$ cat config.mk
export PLATFORM = sky130hd
export DESIGN_NAME = prt_rot_stage
export DESIGN_NICKNAME = d
export VERILOG_FILES = /design/src/hdl/prt_pkg.sv /design/src/hdl/prt_rot_stage.sv
export SDC_FILE = /design/constraint.sdc
export NUM_CORES = 2
export LEC_CHECK = 0
export BUFFER_PORTS_ARGS = -buffer_cell sky130_fd_sc_hd__buf_2
export CELL_PAD_IN_SITES_DETAIL_PLACEMENT = 0
export CELL_PAD_IN_SITES_GLOBAL_PLACEMENT = 1
export CORE_MARGIN = 5
export CORE_UTILIZATION = 50
export CTS_CLUSTER_SIZE = 24
export DETAILED_ROUTE_END_ITERATION = 16
export GPL_TIMING_DRIVEN = 0
export PLACE_DENSITY_LB_ADDON = 0.1
export SYNTH_ARGS = -nofsm -noshare
export SYNTH_HDL_FRONTEND = slang
export SYNTH_SLANG_ARGS = --single-unit
$ cat constraint.sdc
create_clock -name clk -period 6.75 [get_ports clk]
set_input_delay 0.3375 -clock clk [delete_from_list [all_inputs] [get_ports clk]]
set_output_delay 0.3375 -clock clk [all_outputs]
set_load 0.02 [all_outputs]
$ cat src/hdl/prt_pkg.sv
// Package for the 3D point rotation unit: command and axis codes, trig formats,
// and the per-stage load struct shared by the pipeline modules.
// Depends on nothing.
package prt_pkg;

  // Operation selected by the cmd field of an item.
  typedef enum logic [1:0] {
    CMD_ROT_X   = 2'd0,
    CMD_ROT_Y   = 2'd1,
    CMD_ROT_Z   = 2'd2,
    CMD_ROT_YXZ = 2'd3
  } cmd_t;

  // Axis that one rotation stage turns about.
  typedef enum logic [1:0] {
    AXIS_X,
    AXIS_Y,
    AXIS_Z
  } axis_t;

  // Sine and cosine are signed Q1.14.
  localparam int TRIG_BITS = 16;
  localparam int TRIG_FRAC = 14;

  typedef logic signed [TRIG_BITS-1:0] trig_t;

  // Load enables of a module that holds two register stages.
  typedef struct packed {
    logic load_a;
    logic load_b;
  } stage_en_t;

  // True when a rotation about the given axis is part of the command.
  function automatic logic axis_active(input axis_t axis, input cmd_t cmd);
    logic hit;
    hit = (cmd == CMD_ROT_YXZ);
    unique case (axis)
      AXIS_X: hit = hit || (cmd == CMD_ROT_X);
      AXIS_Y: hit = hit || (cmd == CMD_ROT_Y);
      AXIS_Z: hit = hit || (cmd == CMD_ROT_Z);
      default: hit = 1'b0;
    endcase
    return hit;
  endfunction

endpackage

$ cat src/hdl/prt_rot_stage.sv
// One rotation about a fixed axis in two register stages: four products, then
// round, saturate and merge. Depends on prt_pkg.
module prt_rot_stage import prt_pkg::*; #(
  parameter int    COORD_BITS = 16,
  parameter axis_t AXIS       = AXIS_X
) (
  input  logic                         clk,
  input  logic                         rst,
  input  stage_en_t                    load,
  input  cmd_t                         cmd_in,
  input  logic signed [COORD_BITS-1:0] x_in,
  input  logic signed [COORD_BITS-1:0] y_in,
  input  logic signed [COORD_BITS-1:0] z_in,
  input  trig_t                        sin_in,
  input  trig_t                        cos_in,
  input  logic                         clip_in,
  output cmd_t                         cmd_out,
  output logic signed [COORD_BITS-1:0] x_out,
  output logic signed [COORD_BITS-1:0] y_out,
  output logic signed [COORD_BITS-1:0] z_out,
  output trig_t                        sin_out,
  output trig_t                        cos_out,
  output logic                         clip_out
);

  localparam int PW   = COORD_BITS + TRIG_BITS;
  localparam int SUMW = PW + 1;

  localparam logic signed [SUMW-1:0] RND    = SUMW'(1) << (TRIG_FRAC - 1);
  localparam logic signed [SUMW-1:0] SAT_HI = {{(SUMW-COORD_BITS+1){1'b0}},
                                               {(COORD_BITS-1){1'b1}}};
  localparam logic signed [SUMW-1:0] SAT_LO = {{(SUMW-COORD_BITS+1){1'b1}},
                                               {(COORD_BITS-1){1'b0}}};

  logic signed [COORD_BITS-1:0] a_in, b_in;

  // First stage registers.
  cmd_t                         cmd_a;
  logic signed [COORD_BITS-1:0] x_a, y_a, z_a;
  trig_t                        sin_a, cos_a;
  logic                         clip_a, en_a;
  logic signed [PW-1:0]         ac_q, bs_q, as_q, bc_q;

  // Second stage logic.
  logic signed [SUMW-1:0]       sum_a, sum_b, sh_a, sh_b;
  logic                         hi_a, lo_a, hi_b, lo_b;
  logic signed [COORD_BITS-1:0] new_a, new_b;
  logic signed [COORD_BITS-1:0] x_next, y_next, z_next;
  logic                         clip_next;

  // The rotated pair (a, b) follows a' = a*c - b*s, b' = a*s + b*c.
  always_comb begin
    unique case (AXIS)
      AXIS_X: begin
        a_in = y_in;
        b_in = z_in;
      end
      AXIS_Y: begin
        a_in = z_in;
        b_in = x_in;
      end
      default: begin
        a_in = x_in;
        b_in = y_in;
      end
    endcase
  end

  always_ff @(posedge clk) begin
    if (load.load_a) begin
      cmd_a  <= cmd_in;
      x_a    <= x_in;
      y_a    <= y_in;
      z_a    <= z_in;
      sin_a  <= sin_in;
      cos_a  <= cos_in;
      clip_a <= clip_in;
      en_a   <= axis_active(AXIS, cmd_in);
      ac_q   <= PW'(a_in) * PW'(cos_in);
      bs_q   <= PW'(b_in) * PW'(sin_in);
      as_q   <= PW'(a_in) * PW'(sin_in);
      bc_q   <= PW'(b_in) * PW'(cos_in);
    end
  end

  // Round to nearest by adding half an LSB and shifting with floor, then clamp.
  always_comb begin
    sum_a = SUMW'(ac_q) - SUMW'(bs_q) + RND;
    sum_b = SUMW'(as_q) + SUMW'(bc_q) + RND;
    sh_a  = sum_a >>> TRIG_FRAC;
    sh_b  = sum_b >>> TRIG_FRAC;
    hi_a  = sh_a > SAT_HI;
    lo_a  = sh_a < SAT_LO;
    hi_b  = sh_b > SAT_HI;
    lo_b  = sh_b < SAT_LO;
    new_a = hi_a ? SAT_HI[COORD_BITS-1:0] : (lo_a ? SAT_LO[COORD_BITS-1:0] : sh_a[COORD_BITS-1:0]);
    new_b = hi_b ? SAT_HI[COORD_BITS-1:0] : (lo_b ? SAT_LO[COORD_BITS-1:0] : sh_b[COORD_BITS-1:0]);
  end

  always_comb begin
    x_next    = x_a;
    y_next    = y_a;
    z_next    = z_a;
    clip_next = clip_a;
    if (en_a) begin
      clip_next = clip_a | hi_a | lo_a | hi_b | lo_b;
      unique case (AXIS)
        AXIS_X: begin
          y_next = new_a;
          z_next = new_b;
        end
        AXIS_Y: begin
          z_next = new_a;
          x_next = new_b;
        end
        default: begin
          x_next = new_a;
          y_next = new_b;
        end
      endcase
    end
  end

  always_ff @(posedge clk) begin
    if (load.load_b) begin
      cmd_out  <= cmd_a;
      x_out    <= x_next;
      y_out    <= y_next;
      z_out    <= z_next;
      sin_out  <= sin_a;
      cos_out  <= cos_a;
      clip_out <= clip_next;
    end
  end

  // A stage that the command does not select leaves the point untouched.
  a_pass_through: assert property (@(posedge clk) disable iff (rst)
    (load.load_b && !en_a) |=>
      (x_out == $past(x_a)) && (y_out == $past(y_a)) && (z_out == $past(z_a)) &&
      (clip_out == $past(clip_a)))
    else $error("unselected rotation stage changed the point");

  // The clip flag of an item is never dropped by a later stage.
  a_clip_sticky: assert property (@(posedge clk) disable iff (rst)
    (load.load_b && clip_a) |=> clip_out)
    else $error("clip flag lost in rotation stage");

endmodule

==> results by stage <==
Drt:
- The via count of the routed design is ~37000.
- The mean number of vias per cell is roughly 5.4.
- After detailed routing, the total wire length is 163000 microns.
- Dividing the detail-routed wire length by the instance count gives between 20 and 25 microns.
- Once detail routing completed, the nets flagged for antenna violations numbered 0.
- For this block, the initial DRC count from the detailed router was approximately 3000.
- For this run, the detailed router's first-pass iteration total came to 5.
- For this run, design rule violations remaining after detail routing come to 0.

Worst setup path:
- The path type of the worst setup path is in -> reg.
- Data on the critical path arrives at its endpoint at 6.96 ns.
- Broken down by cell family, the worst path's largest delay share belongs to adder cells.
- The required arrival time at the worst endpoint is around 7.1 ns.
- The largest single stage delay on the critical path is approximately 0.56 ns.
- Of all nets on the critical path, the largest fanout is 10.
- Among all stages on the critical path, the largest delay is contributed by sky130_fd_sc_hd__fa_1.
- The number of buffers and inverters on the critical path is 5.
- Walking the worst path, the cells encountered are buf_2 > clkbuf_2 > nand2_1 > fa_1 > inv_1 > fa_1 > fa_1 > fa_1 > fa_1 > inv_1 > fa_1 > inv_1 > ha_1 > and3_1 > and4_1 > o211a_1 > a31oi_1 > a311oi_2 > a21boi_1 > o21a_1 > o311a_1 > a21oi_1 > xor2_1.
- STA classifies the critical path endpoint as a flip-flop.
- The worst setup path is launched from an input port.
- The cell that appears most often on the critical path is sky130_fd_sc_hd__fa_1.

Global routing:
- For met1 alone, demand over resource in global routing was slightly above 40%.
- The global-route met2 utilization is between 40% and 50%.
- The initial antenna violation count is 24.
- The sum of overflow across all layers after global routing is 0.
- The number of global-route vias before repair is between 30000 and 40000.
- Entering global routing, the biggest net connects approximately 120 pins.
- Global routing consumed, on the met3 layer, approximately 6.5% of the routing resources.
- The global-route layer with the greatest usage is met2.
- Global routing used a little under a third of the available tracks.
- The first-pass GRT wire length is about 240000 microns.

Clock tree:
- The tree built by TritonCTS fans out to 295 sinks.
- The H-tree generated during clock tree synthesis spans 2 levels.
- TritonCTS created 38 clock buffers.
- In this run the deepest clock path goes through 3 buffers.
- The clock latency on the worst-skew pair is around 0.60 ns.
- The clock tree root driver cell is sky130_fd_sc_hd__clkbuf_16.
- The clock tree from TritonCTS is built.
- After clock tree synthesis, the clock-pin slew on the worst setup and hold paths is ~0.060 ns.

STA:
- The headroom to the max-slew limit is about two fifths.
- Setup repair after global routing could not meet its margin everywhere.
- The final-report hold violation count is 0.
- The total negative slack for setup checks is 0 ns.
- Setup slack closes at roughly 0.12 ns.
- For the finished layout, the period the worst path requires is between 6 and 7 ns.
- Setup violations remaining at the end of the flow were counted as 0.
- The transition time at the pin with the least slew margin is slightly above 0.9 ns.
- The highest clock frequency the design can meet is roughly 150 MHz.
- The final critical path takes up a little under 100% of the cycle.
- The maximum clock skew at final layout is 0.0317 ns.
- The final number of max-transition violations is 0.

Yosys:
- In this run, synthesis produced a sequential element count of between 200 and 300.
- By count the netlist is led by sky130_fd_sc_hd__inv_1, sky130_fd_sc_hd__fa_1, sky130_fd_sc_hd__nand2_1.
- Synthesis handed over a netlist of just over 5000 instances.
- The sequential share of the synthesized area is between 10% and 20%.
- The synthesized design spends more area on one cell type than any other, namely sky130_fd_sc_hd__fa_1.
- Counting flops with an async set or reset pin after synthesis yields a share of 0%.
- The total of warnings raised by yosys is 0.
- The mean post-synth cell area is roughly 10 sq um.
- After synthesis the cells add up to 52000 sq um.
- The count of unique library cells instantiated by Yosys is 70.
- By instance count, the leading cell after synthesis is sky130_fd_sc_hd__inv_1.
- The commonest register cell after synthesis is sky130_fd_sc_hd__edfxtp_1.
- Yosys attributes the largest share of cell area to sky130_fd_sc_hd__fa_1, sky130_fd_sc_hd__edfxtp_1, sky130_fd_sc_hd__ha_1, sky130_fd_sc_hd__inv_1, sky130_fd_sc_hd__and2_1.
- In this run, synthesis inferred 295 flip-flops with an integrated enable.
- The share of Yosys cell area claimed by the top area cell type is approximately two fifths.
- The number of nets in the synthesized netlist is slightly below 7000.

Hold path:
- The type of the most critical hold path is in -> reg.

Floorplan:
- The horizontal die dimension is about 330 microns.
- For this configuration, the core starts out at a cell density of just over 50%.
- The floorplan core area is a little over 100000 sq um.
- The boundary pin count is 170.
- The floorplan die height is between 300 and 400 microns.
- Row generation in the floorplan step produced roughly 120 rows.
- The die area is ~110000 sq um.

Place:
- Once placement completed, the tool counted placed cells totaling 6725.
- The placer's final routability congestion estimate is roughly 0.96.
- The number of port buffers is 168.
- Once detailed placement completed, the half-perimeter wirelength came to 136000 microns.
- Prior to clock tree synthesis, the placed netlist has a worst setup slack of -1.52 ns.

Cells and area:
- The number of nets in the finished design is about 7000.
- The count of cells in the finished layout, fillers not included, comes to 6823.
- Cells fill ~55% of the core in the end.
- The area growth from synthesis to layout is 8.99%.
- Cells with a size suffix above 1 make up 8.40% of the layout.

Flow run:
- The tool flagged a number of max-cap violations equal to 0.

Run status:
- The flow ran to the end, and the final reports show no timing, DRC or antenna violations.
==> sequential cells by signal (all words and copies together), names as in the netlist <==
register / count
ac_q: 32
as_q: 32
bc_q: 32
bs_q: 32
cos_a: 16
cos_out: 16
sin_a: 16
sin_out: 16
x_a: 16
x_out: 16
y_a: 16
y_out: 16
z_a: 16
z_out: 16
cmd_a: 2
cmd_out: 2
clip_a: 1
clip_out: 1
en_a: 1
==> worst register-to-register path, delay by kind of cell, from the launching register on <==
kind	cells	cell delay, ns
fa+ha+maj	2	0.67
simple gates	2	0.60
flops	1	0.45
buf+inv	1	0.40
compound gates	8	1.94
==> metal layers <==
metal | share of wire (%) | vias to the layer above
met5 | 0.025 | -
met2 | 45 | 1378
met4 | 5.5 | 6
li1 | - | 16200
met1 | 40 | 18800
met3 | 8.9 | 289
==> cell families (layout without fill, tap and decap cells) <==
group / count (synthesis) / after routing / share of synthesized area (%)
adders and majority gates: 1498 / 1498 / 51.2
buffers and inverters: 1410 / 1673 / 10.3
and+or+nand+nor: 1355 / 1355 / 12.9
AOI/OAI and AO/OA: 446 / 446 / 5.72
DFF: 295 / 295 / 17.0
xor gates and xnor gates: 169 / 169 / 2.85
muxes: 2 / 2 / 0.0409
other: 0 / 5 / 0
==> final cells by class <==
cell class,instances,area [sq um]
fillers,9521,46700
multi-input cells,3470,37900
flip-flops and latches,295,8860
inverters,1199,4510
well taps,1380,1730
repair buffers,197,1190
plain buffers,211,1160
clock buffers,45,977
clock inverters,21,260
diodes,5,12.5
==> final timing paths <==
kind / from / to / slack (ns) / depth (start not counted)
max: cos_in[10] / ac_q[30]$_DFFE_PP_ / 0.12 / 23
min: sin_in[4] / sin_a[4]$_DFFE_PP_ / 0.04 / 1
max reg2reg: as_q[23]$_DFFE_PP_ / z_out[10]$_DFFE_PP_ / 2.44 / 13
min reg2reg: sin_a[8]$_DFFE_PP_ / sin_out[8]$_DFFE_PP_ / 0.41 / 0
==> repair_timing <==
item                                    4_1_cts  5_1_grt
resized for setup                           154      221
endpoints found under the setup margin       41       24
endpoints found under the hold margin        24        0
setup buffers                                 0        3
pin swaps                                     0        2
hold buffers                                 24        0
==> metrics by stage <==
step | hold slack, ns | instance area, sq um
2_1_floorplan | 0.400 | 52000
3_3_place_gp | 0.401 | 54500
3_5_place_dp | 0.405 | 54600
4_1_cts | 0.00509 | 56300
5_1_grt | 0.0220 | 56600
6_report | 0.0371 | 56600
==> layout by cell type, fill, tap and decap left out, types with 13 or more instances in the layout <==
cell type | synthesis | final
sky130_fd_sc_hd__inv_1 | 1198 | 1197
sky130_fd_sc_hd__clkbuf_16 | 0 | 38
sky130_fd_sc_hd__dlygate4sd3_1 | 0 | 24
sky130_fd_sc_hd__a21o_1 | 76 | 76
sky130_fd_sc_hd__o211ai_1 | 13 | 13
sky130_fd_sc_hd__o21a_1 | 20 | 20
sky130_fd_sc_hd__clkbuf_1 | 202 | 52
sky130_fd_sc_hd__clkbuf_4 | 0 | 41
sky130_fd_sc_hd__a211oi_1 | 17 | 14
sky130_fd_sc_hd__a21oi_1 | 133 | 128
sky130_fd_sc_hd__xnor2_1 | 119 | 113
sky130_fd_sc_hd__and2_1 | 502 | 502
sky130_fd_sc_hd__nor2_1 | 143 | 143
sky130_fd_sc_hd__nand3_1 | 37 | 37
sky130_fd_sc_hd__and3_1 | 16 | 16
sky130_fd_sc_hd__nand4_1 | 15 | 15
sky130_fd_sc_hd__buf_2 | 3 | 181
sky130_fd_sc_hd__ha_1 | 450 | 450
sky130_fd_sc_hd__o21ai_0 | 72 | 70
sky130_fd_sc_hd__nor3_1 | 24 | 23
sky130_fd_sc_hd__a21oi_2 | 18 | 22
sky130_fd_sc_hd__nand2_1 | 554 | 554
sky130_fd_sc_hd__clkbuf_2 | 0 | 82
sky130_fd_sc_hd__o21bai_1 | 15 | 15
sky130_fd_sc_hd__xor2_1 | 50 | 48
sky130_fd_sc_hd__nand2b_1 | 29 | 29
sky130_fd_sc_hd__buf_4 | 0 | 25
sky130_fd_sc_hd__fa_1 | 1048 | 1045
sky130_fd_sc_hd__a31oi_1 | 13 | 13
sky130_fd_sc_hd__edfxtp_1 | 295 | 295
Power is left out: the tool's default activity adds up to more than one toggle a clock period on the data nets, which glitch-free logic cannot reach.
